--- src/hdl/rain_sensor_debounce_reporter_defines.svh ---
// Assertion macros shared by the rain sensor debounce reporter modules.
// Each macro expects i_clk and i_rst_n to exist in the module that uses it.
`ifndef RAIN_SENSOR_DEBOUNCE_REPORTER_DEFINES_SVH
`define RAIN_SENSOR_DEBOUNCE_REPORTER_DEFINES_SVH

`ifndef NO_ASSERTIONS
`define RSDR_ASSERT_IMP(lbl, ante, cons) \
    lbl: assert property (@(posedge i_clk) disable iff (!i_rst_n) (ante) |-> (cons)) \
        else $error("rsdr: same-cycle check failed");
`define RSDR_ASSERT_NXT(lbl, ante, cons) \
    lbl: assert property (@(posedge i_clk) disable iff (!i_rst_n) (ante) |=> (cons)) \
        else $error("rsdr: next-cycle check failed");
`else
`define RSDR_ASSERT_IMP(lbl, ante, cons)
`define RSDR_ASSERT_NXT(lbl, ante, cons)
`endif

`endif

--- src/hdl/rsdr_pkg.sv ---
package rsdr_pkg;

    localparam int ADC_BITS = 12;
    localparam int FIELD_W  = 12;

    localparam int unsigned SAMPLE_MASK = (32'd1 << ADC_BITS) - 32'd1;
    localparam int unsigned BAND_LO_CNT = (32'd625 << ADC_BITS) >> 12;
    localparam int unsigned BAND_HI_CNT = (32'd3125 << ADC_BITS) >> 12;

    localparam logic [11:0] RST_THR_DRY   = 12'd1250;
    localparam logic [11:0] RST_THR_MID   = 12'd2500;
    localparam logic [11:0] RST_THR_WET   = 12'd3750;
    localparam logic [31:0] RST_DEBOUNCE  = 32'd4000;
    localparam logic [31:0] RST_RESEND    = 32'd1800000;
    localparam logic [15:0] RST_STEP      = 16'd1000;

    typedef enum logic [2:0] {
        CFG_RAIN_THR_DRY = 3'd0,
        CFG_RAIN_THR_MID = 3'd1,
        CFG_RAIN_THR_WET = 3'd2,
        CFG_DEBOUNCE_MS  = 3'd3,
        CFG_RESEND_LIMIT = 3'd4,
        CFG_CHECK_STEP   = 3'd5
    } t_cfg_idx;

    typedef enum logic [1:0] {
        WX_UNKNOWN = 2'd0,
        WX_SUNNY   = 2'd1,
        WX_RAINY   = 2'd2
    } t_weather;

    typedef enum logic [1:0] {
        BAND_LO  = 2'd0,
        BAND_MID = 2'd1,
        BAND_HI  = 2'd2
    } t_band;

    typedef struct packed {
        logic [11:0] rain_thr_dry;
        logic [11:0] rain_thr_mid;
        logic [11:0] rain_thr_wet;
        logic [31:0] debounce_ms;
        logic [31:0] resend_limit;
        logic [15:0] check_step;
    } t_cfg;

    typedef struct packed {
        logic                 radio_busy;
        logic [FIELD_W-1:0]   rain_pot_ad;
        logic [FIELD_W-1:0]   fan_pot_ad;
        logic [FIELD_W-1:0]   rain_ad;
        logic [31:0]          now_ms;
    } t_item;

    typedef struct packed {
        logic                 checked;
        logic                 send_report;
        logic [FIELD_W-1:0]   report_value;
        t_weather             weather_now;
        t_band                fan_level;
        t_band                rain_band;
    } t_result;

    function automatic logic [FIELD_W-1:0] mask_sample(input logic [FIELD_W-1:0] s);
        return s & FIELD_W'(SAMPLE_MASK);
    endfunction

    function automatic t_band band_of(input logic [FIELD_W-1:0] s);
        logic [31:0] v;
        v = 32'(mask_sample(s));
        if (v < BAND_LO_CNT) begin
            return BAND_LO;
        end else if (v < BAND_HI_CNT) begin
            return BAND_MID;
        end
        return BAND_HI;
    endfunction

endpackage

--- src/hdl/rsdr_cfg_regs.sv ---
module rsdr_cfg_regs
    import rsdr_pkg::*;
(
    input  logic        i_clk,
    input  logic        i_rst_n,
    input  logic        i_cfg_we,
    input  logic [2:0]  i_cfg_idx,
    input  logic [31:0] i_cfg_data,
    output t_cfg        o_cfg
);

    t_cfg r_cfg;
    t_cfg n_cfg;

    always_comb begin
        n_cfg = r_cfg;
        if (i_cfg_we) begin
            case (t_cfg_idx'(i_cfg_idx))
                CFG_RAIN_THR_DRY: n_cfg.rain_thr_dry = i_cfg_data[11:0];
                CFG_RAIN_THR_MID: n_cfg.rain_thr_mid = i_cfg_data[11:0];
                CFG_RAIN_THR_WET: n_cfg.rain_thr_wet = i_cfg_data[11:0];
                CFG_DEBOUNCE_MS:  n_cfg.debounce_ms  = i_cfg_data;
                CFG_RESEND_LIMIT: n_cfg.resend_limit = i_cfg_data;
                CFG_CHECK_STEP:   n_cfg.check_step   = i_cfg_data[15:0];
                default: ;
            endcase
        end
    end

    always_ff @(posedge i_clk) begin
        if (!i_rst_n) begin
            r_cfg.rain_thr_dry <= RST_THR_DRY;
            r_cfg.rain_thr_mid <= RST_THR_MID;
            r_cfg.rain_thr_wet <= RST_THR_WET;
            r_cfg.debounce_ms  <= RST_DEBOUNCE;
            r_cfg.resend_limit <= RST_RESEND;
            r_cfg.check_step   <= RST_STEP;
        end else begin
            r_cfg <= n_cfg;
        end
    end

    assign o_cfg = r_cfg;

endmodule

--- src/hdl/rsdr_core.sv ---
`include "rain_sensor_debounce_reporter_defines.svh"

module rsdr_core
    import rsdr_pkg::*;
(
    input  logic    i_clk,
    input  logic    i_rst_n,
    input  logic    i_step,
    input  t_item   i_item,
    input  t_cfg    i_cfg,
    output t_result o_result
);

    t_weather    r_weather;
    t_weather    n_weather;
    logic [31:0] r_mark;
    logic [31:0] n_mark;
    logic [31:0] r_accum;
    logic [31:0] n_accum;
    logic        r_reported;
    logic        n_reported;
    t_band       r_rain_sel;
    t_band       n_rain_sel;
    t_band       r_fan_sel;
    t_band       n_fan_sel;

    logic [FIELD_W-1:0] s_rain;
    logic [11:0]        s_thr;
    logic               s_rainy;
    logic [31:0]        s_elapsed;
    logic               s_due;
    logic [32:0]        s_sum;
    logic [31:0]        s_sat;
    logic               s_send;
    t_result            s_result;

    assign s_rain    = mask_sample(i_item.rain_ad);
    assign s_elapsed = i_item.now_ms - r_mark;
    assign s_due     = (s_elapsed >= i_cfg.debounce_ms) && !r_reported;
    assign s_sum     = {1'b0, r_accum} + {17'b0, i_cfg.check_step};
    assign s_sat     = s_sum[32] ? 32'hFFFF_FFFF : s_sum[31:0];

    always_comb begin
        n_weather  = r_weather;
        n_mark     = r_mark;
        n_accum    = r_accum;
        n_reported = r_reported;
        n_rain_sel = r_rain_sel;
        n_fan_sel  = r_fan_sel;
        s_send     = 1'b0;
        s_thr      = i_cfg.rain_thr_wet;
        s_rainy    = 1'b0;
        if (!i_item.radio_busy) begin
            n_rain_sel = band_of(i_item.rain_pot_ad);
            n_fan_sel  = band_of(i_item.fan_pot_ad);
            case (n_rain_sel)
                BAND_LO:  s_thr = i_cfg.rain_thr_dry;
                BAND_MID: s_thr = i_cfg.rain_thr_mid;
                default:  s_thr = i_cfg.rain_thr_wet;
            endcase
            s_rainy = 32'(s_rain) >= 32'(s_thr);
            if (r_weather == WX_UNKNOWN) begin
                n_mark    = i_item.now_ms;
                n_weather = s_rainy ? WX_RAINY : WX_SUNNY;
            end else if (s_rainy) begin
                if (r_weather != WX_RAINY) begin
                    n_mark     = i_item.now_ms;
                    n_weather  = WX_RAINY;
                    n_reported = 1'b0;
                end else if (s_due) begin
                    n_reported = 1'b1;
                    n_accum    = 32'd0;
                    s_send     = 1'b1;
                end else if (s_sat > i_cfg.resend_limit) begin
                    n_accum = 32'd0;
                    s_send  = 1'b1;
                end else begin
                    n_accum = s_sat;
                end
            end else begin
                if (r_weather != WX_SUNNY) begin
                    n_mark     = i_item.now_ms;
                    n_weather  = WX_SUNNY;
                    n_reported = 1'b0;
                end else if (s_due) begin
                    n_reported = 1'b1;
                    n_accum    = 32'd0;
                    s_send     = 1'b1;
                end
            end
        end
    end

    always_comb begin
        s_result.checked      = !i_item.radio_busy;
        s_result.send_report  = s_send;
        s_result.report_value = s_send ? s_rain : '0;
        s_result.weather_now  = n_weather;
        s_result.fan_level    = n_fan_sel;
        s_result.rain_band    = n_rain_sel;
    end

    assign o_result = s_result;

    always_ff @(posedge i_clk) begin
        if (!i_rst_n) begin
            r_weather  <= WX_UNKNOWN;
            r_mark     <= 32'd0;
            r_accum    <= 32'd0;
            r_reported <= 1'b0;
            r_rain_sel <= BAND_LO;
            r_fan_sel  <= BAND_LO;
        end else if (i_step) begin
            r_weather  <= n_weather;
            r_mark     <= n_mark;
            r_accum    <= n_accum;
            r_reported <= n_reported;
            r_rain_sel <= n_rain_sel;
            r_fan_sel  <= n_fan_sel;
        end
    end

    `RSDR_ASSERT_IMP(a_send_needs_class, i_step && s_send, n_weather != WX_UNKNOWN)
    `RSDR_ASSERT_NXT(a_busy_holds_state, i_step && i_item.radio_busy, $stable(r_weather) && $stable(r_mark) && $stable(r_accum))
    `RSDR_ASSERT_NXT(a_class_never_lost, r_weather != WX_UNKNOWN, r_weather != WX_UNKNOWN)

endmodule

--- src/hdl/rain_sensor_debounce_reporter.sv ---
// Channel   Direction  Handshake                  Word
// input     in         i_in_valid / o_in_ready    busy flag, pot samples, rain sample, time
// output    out        o_out_valid / i_out_ready  checked, report, class and bands
// config    in         i_cfg_we                   index i_cfg_idx, data i_cfg_data
//
// A word is registered on acceptance, and its result is registered when the core steps.
// Throughput is one word per cycle while the output is not stalled, set by the core,
// which updates its whole state on every step.
// Reset is synchronous and active low; it restores the register defaults and the state.
// When the output is stalled the input register holds one more word, then ready drops.
`include "rain_sensor_debounce_reporter_defines.svh"

module rain_sensor_debounce_reporter
    import rsdr_pkg::*;
(
    input  logic               i_clk,
    input  logic               i_rst_n,
    input  logic               i_in_valid,
    output logic               o_in_ready,
    input  logic               i_radio_busy,
    input  logic [FIELD_W-1:0] i_rain_pot_ad,
    input  logic [FIELD_W-1:0] i_fan_pot_ad,
    input  logic [FIELD_W-1:0] i_rain_ad,
    input  logic [31:0]        i_now_ms,
    output logic               o_out_valid,
    input  logic               i_out_ready,
    output logic               o_checked,
    output logic               o_send_report,
    output logic [FIELD_W-1:0] o_report_value,
    output logic [1:0]         o_weather_now,
    output logic [1:0]         o_fan_level,
    output logic [1:0]         o_rain_band,
    input  logic               i_cfg_we,
    input  logic [2:0]         i_cfg_idx,
    input  logic [31:0]        i_cfg_data
);

    logic    r_in_valid;
    t_item   r_in_item;
    logic    r_out_valid;
    t_result r_out;
    logic    step;
    t_cfg    cfg;
    t_result core_result;

    rsdr_cfg_regs u_cfg (
        .i_clk      (i_clk),
        .i_rst_n    (i_rst_n),
        .i_cfg_we   (i_cfg_we),
        .i_cfg_idx  (i_cfg_idx),
        .i_cfg_data (i_cfg_data),
        .o_cfg      (cfg)
    );

    rsdr_core u_core (
        .i_clk    (i_clk),
        .i_rst_n  (i_rst_n),
        .i_step   (step),
        .i_item   (r_in_item),
        .i_cfg    (cfg),
        .o_result (core_result)
    );

    assign step       = r_in_valid && (!r_out_valid || i_out_ready);
    assign o_in_ready = !r_in_valid || step;

    always_ff @(posedge i_clk) begin
        if (!i_rst_n) begin
            r_in_valid  <= 1'b0;
            r_out_valid <= 1'b0;
        end else begin
            if (o_in_ready) begin
                r_in_valid <= i_in_valid;
            end
            if (step) begin
                r_out_valid <= 1'b1;
            end else if (i_out_ready) begin
                r_out_valid <= 1'b0;
            end
        end
    end

    always_ff @(posedge i_clk) begin
        if (i_in_valid && o_in_ready) begin
            r_in_item.radio_busy  <= i_radio_busy;
            r_in_item.rain_pot_ad <= i_rain_pot_ad;
            r_in_item.fan_pot_ad  <= i_fan_pot_ad;
            r_in_item.rain_ad     <= i_rain_ad;
            r_in_item.now_ms      <= i_now_ms;
        end
        if (step) begin
            r_out <= core_result;
        end
    end

    assign o_out_valid    = r_out_valid;
    assign o_checked      = r_out.checked;
    assign o_send_report  = r_out.send_report;
    assign o_report_value = r_out.report_value;
    assign o_weather_now  = r_out.weather_now;
    assign o_fan_level    = r_out.fan_level;
    assign o_rain_band    = r_out.rain_band;

    `RSDR_ASSERT_IMP(a_stall_only_when_full, !o_in_ready, r_in_valid && r_out_valid && !i_out_ready)
    `RSDR_ASSERT_NXT(a_step_fills_output, step, r_out_valid)
    `RSDR_ASSERT_NXT(a_pending_word_kept, r_in_valid && !step, r_in_valid)

endmodule

--- config.mk ---
export PLATFORM = sky130hd
export DESIGN_NAME = rain_sensor_debounce_reporter
export DESIGN_NICKNAME = d
export VERILOG_FILES = /design/src/hdl/rsdr_pkg.sv /design/src/hdl/rsdr_cfg_regs.sv /design/src/hdl/rsdr_core.sv /design/src/hdl/rain_sensor_debounce_reporter.sv
export VERILOG_INCLUDE_DIRS = /design/src /design/src/hdl
export SDC_FILE = /design/constraint.sdc
export NUM_CORES = 1
export LEC_CHECK = 0
export BUFFER_PORTS_ARGS = -buffer_cell sky130_fd_sc_hd__buf_4
export CAP_MARGIN = 40
export CORE_ASPECT_RATIO = 1.1
export CORE_MARGIN = 2
export CORE_UTILIZATION = 55
export CTS_CLUSTER_DIAMETER = 30
export CTS_CLUSTER_SIZE = 12
export DETAILED_ROUTE_END_ITERATION = 8
export GPL_TIMING_DRIVEN = 0
export PLACE_DENSITY = 0.74
export SETUP_SLACK_MARGIN = 0.15
export SLEW_MARGIN = 10
export SYNTH_ARGS = -nofsm -noshare
export SYNTH_HDL_FRONTEND = slang
export SYNTH_HIERARCHICAL = 1
export SYNTH_SLANG_ARGS = --single-unit
--- constraint.sdc ---
create_clock -name i_clk -period 13.3 [get_ports i_clk]
set_input_delay 0.665 -clock i_clk [delete_from_list [all_inputs] [get_ports i_clk]]
set_output_delay 0.665 -clock i_clk [all_outputs]
set_load 0.01 [all_outputs]
==> impl_metrics.toml <==
[clock_tree]
clk_pin_slew_worst_paths_ns = 0.06
h-tree-depth = 2
cts_buffers = 59
post_cts_buffers = 0
cts_sinks = 278
clockBufferDepth = 3
cts_resized = 0
ctsHoldBuffers = 0
cts_tree = "done"
cts_root_buf = "clkbuf_16"
clkLatencyLatePin_ns = 0.57

[drt]
via_per_inst = 5.398
postRouteAntennaNets = 0
wire_per_inst_um = 16.69
first_pass_iters = 5
routed_wl_um = 35120
drt_iter0_drc = 728
drc = 0
route.vias.total = 11357

[setup_path]
crit_required_ns = 13.80
critical_path_class = "reg2reg"
r2r_start = "u_cfg/o_cfg[0]"
end_kind = "flip-flop"
critPathMaxFanout = 10
r2r_cells = 22
cp.arrival_ns = 6.63
start_kind = "flip-flop"
rrSetupSlack_ns = 7.17
regToRegEndpoint = "u_core/r_accum[9]"

[global_route]
grtUsageTotal_pct = 24.80
grt_pass1_wl_um = 57190
grt_max_degree = 30
antenna_found_initial = 0
grt_pass1_vias = 11414
grt_overflow = 0

[synthesis]
avgSynthCellArea_um2 = 9.975
async_flop_share_pct = 0
synthesis.area_um2 = 14980
ys.flop_type = "dfxtp_1"
ys_ff_latch = 278
synth-warning-count = 6
synth_edf_count = 89
syn_nets = 1736
seq_area_frac_synth_pct = 43.09
synth_cell_types = 81
syn_inst = 1502

[cells_and_area]
layout-drive-gt1-share_pct = 16.66
final_net_count = 1932
final_area_um2 = 18450
utilization_pct = 68.65
nFillCells = 2062
final_common_cell = "dfxtp_1"
final_cell_mix = "dfxtp_1 (189), nand2_1 (169), mux2i_1 (162)"
syn2layout_area_growth_pct = 23.16
diodes = 0

[sta]
tightest_slew_ns = 0.7820
setup_viol_count_final = 0
drv_slew = 0
skew_ns = 0.01373
final.setup.tns_ns = 0
period_minus_slack_ns = 6.132
slew_headroom_pct = 47.63
hold_viol = 0
rsz0062_at_grt = "false"
max_freq_mhz = 163.1
period_share_pct = 46.10

[hold_path]
whs_endpoint = "r_in_item[21]"
hold_depth = 1
hold_path.class = "in2reg"
min-delay-start = "i_now_ms[21]"

[pwr]
power.density_nw_per_um2 = 140.8
max-vdd-ir-drop_v = 0.0001062
leakagePower_nw = 8.215

[placed_design]
place_congestion = 0.8490
post_dp_cell_area_um2 = 16490
portBuffers = 130
dp.final_hpwl_um = 25940

[die]
ios = 131
start_util_pct = 55.74
die_x_um = 161.4
die_area_um2 = 28580
core-area_um2 = 26880
fp.dieH_um = 177.1
row_count = 63

[outcome]
status = "finished, final reports clean"

[flow_run]
cap_viol_max_count = 0
## area by class of cell
cell class              instances  area, um^2  area share, %
multi-input cells            1049        7830          42.43
flip-flops and latches        278        6456          34.99
clock buffers                  63        1533          8.306
repair buffers                135        1044          5.655
well taps                     357       446.7          2.421
clock inverters                47       434.2          2.353
inverters                     115       432.9          2.346
plain buffers                  60       277.8          1.505
## worst max-delay path by stage
stage                   start                 end  slack (ns)
3_3_place_gp   u_cfg/o_cfg[0]  u_core/r_accum[28]        7.24
5_1_grt        u_cfg/o_cfg[0]  u_core/r_accum[11]        6.76
2_1_floorplan    r_in_item[8]  u_core/r_accum[30]        8.47
3_5_place_dp   u_cfg/o_cfg[0]   u_core/r_accum[9]        7.15
4_1_cts        u_cfg/o_cfg[0]   u_core/r_accum[9]        7.12
6_report       u_cfg/o_cfg[0]   u_core/r_accum[9]        7.17
## where the power goes
group | total, mW | switching, mW | internal, mW | leakage, nW
sequential | 0.924 | 0.0161 | 0.908 | 2.39
clock | 1.41 | 0.518 | 0.893 | 0.935
combinational | 0.263 | 0.142 | 0.121 | 4.89
## routing by layer
layer / part of all wire (%) / GRT usage, % / vias to the layer above
met4: 1.6 / 6.138 / 0
met1: 44 / 31.12 / 5322
met5: 0 / 0 / -
met2: 50 / 44.78 / 258
met3: 4.1 / 3.679 / 51
li1: - / - / 5726
## synth_stat cells, types with 5 or more instances
cell,n,area [um^2]
mux2_1,5,56.30
xor2_1,14,122.6
edfxtp_1,89,2673
a21o_1,54,405.4
nor2_1,47,176.4
a21oi_1,78,390.4
a22o_1,27,236.5
nor4_1,7,43.79
and2_1,14,87.58
nand2_1,169,634.4
a31oi_1,10,62.56
dfxtp_1,189,3784
xnor2_1,31,271.5
o21a_1,13,97.59
clkbuf_1,37,138.9
nor3_1,11,55.05
buf_2,15,75.07
ha_1,123,1539
nand4_1,21,131.4
o21bai_1,9,67.56
nor2b_1,101,631.9
a211oi_1,5,37.54
inv_1,114,427.9
and3_1,9,56.30
buf_4,5,37.54
nand2b_1,8,50.05
nand3_1,15,75.07
o21ai_0,30,150.1
mux2i_1,162,1622
## registers in the layout, summed over array words and instances, names as in the netlist
register and count:
r_in_valid 1, u_core/r_accum 32, u_cfg/o_cfg 116, o_send_report 1, u_core/r_fan_sel 2, o_out_valid 1
o_fan_level 2, r_in_item 69, o_checked 1, u_core/r_mark 32, u_core/r_weather 2, o_weather_now 2
o_report_value 12, u_core/r_rain_sel 2, o_rain_band 2, u_core/r_reported 1
## through the flow
step,setup slack (ns),std cells,power (mW),hold WS (ns)
after floorplan,8.469,1502,1.111,0.4341
after global placement,7.236,1989,1.190,0.4415
after detailed placement,7.147,1994,1.200,0.4494
after CTS,7.117,2104,2.619,0.2518
after global routing,6.759,2104,2.694,0.2495
final,7.168,2104,2.599,0.2731
## logic make-up after synthesis
logic type / after synthesis / share of synthesized area [%]
simple gates: 434 / 14.86
flops: 278 / 43.09
compound gates: 275 / 12.71
buf+inv: 175 / 4.743
mux: 170 / 11.42
fa+ha+maj: 125 / 10.54
xor+xnor: 45 / 2.630
## worst max-delay path, stage by stage (launching register included)
cell and delay (ns):
dfxtp_1 0.32, ha_1 0.22, fa_1 0.41, a21o_1 0.21, a21oi_2 0.20, o21ai_1 0.11, a31oi_1 0.41, a21oi_1 0.26
nor2_1 0.42, or3_1 0.19, buf_2 0.25, nand3_1 0.11, o21a_1 0.13, ha_1 0.29, nand4_1 0.16, nor4_1 0.54
and3_1 0.24, o22ai_1 0.15, or4_1 0.61, buf_2 0.23, clkinv_2 0.15, buf_2 0.25, a22o_1 0.16
Note: power is estimated with default switching activity, not from simulation.
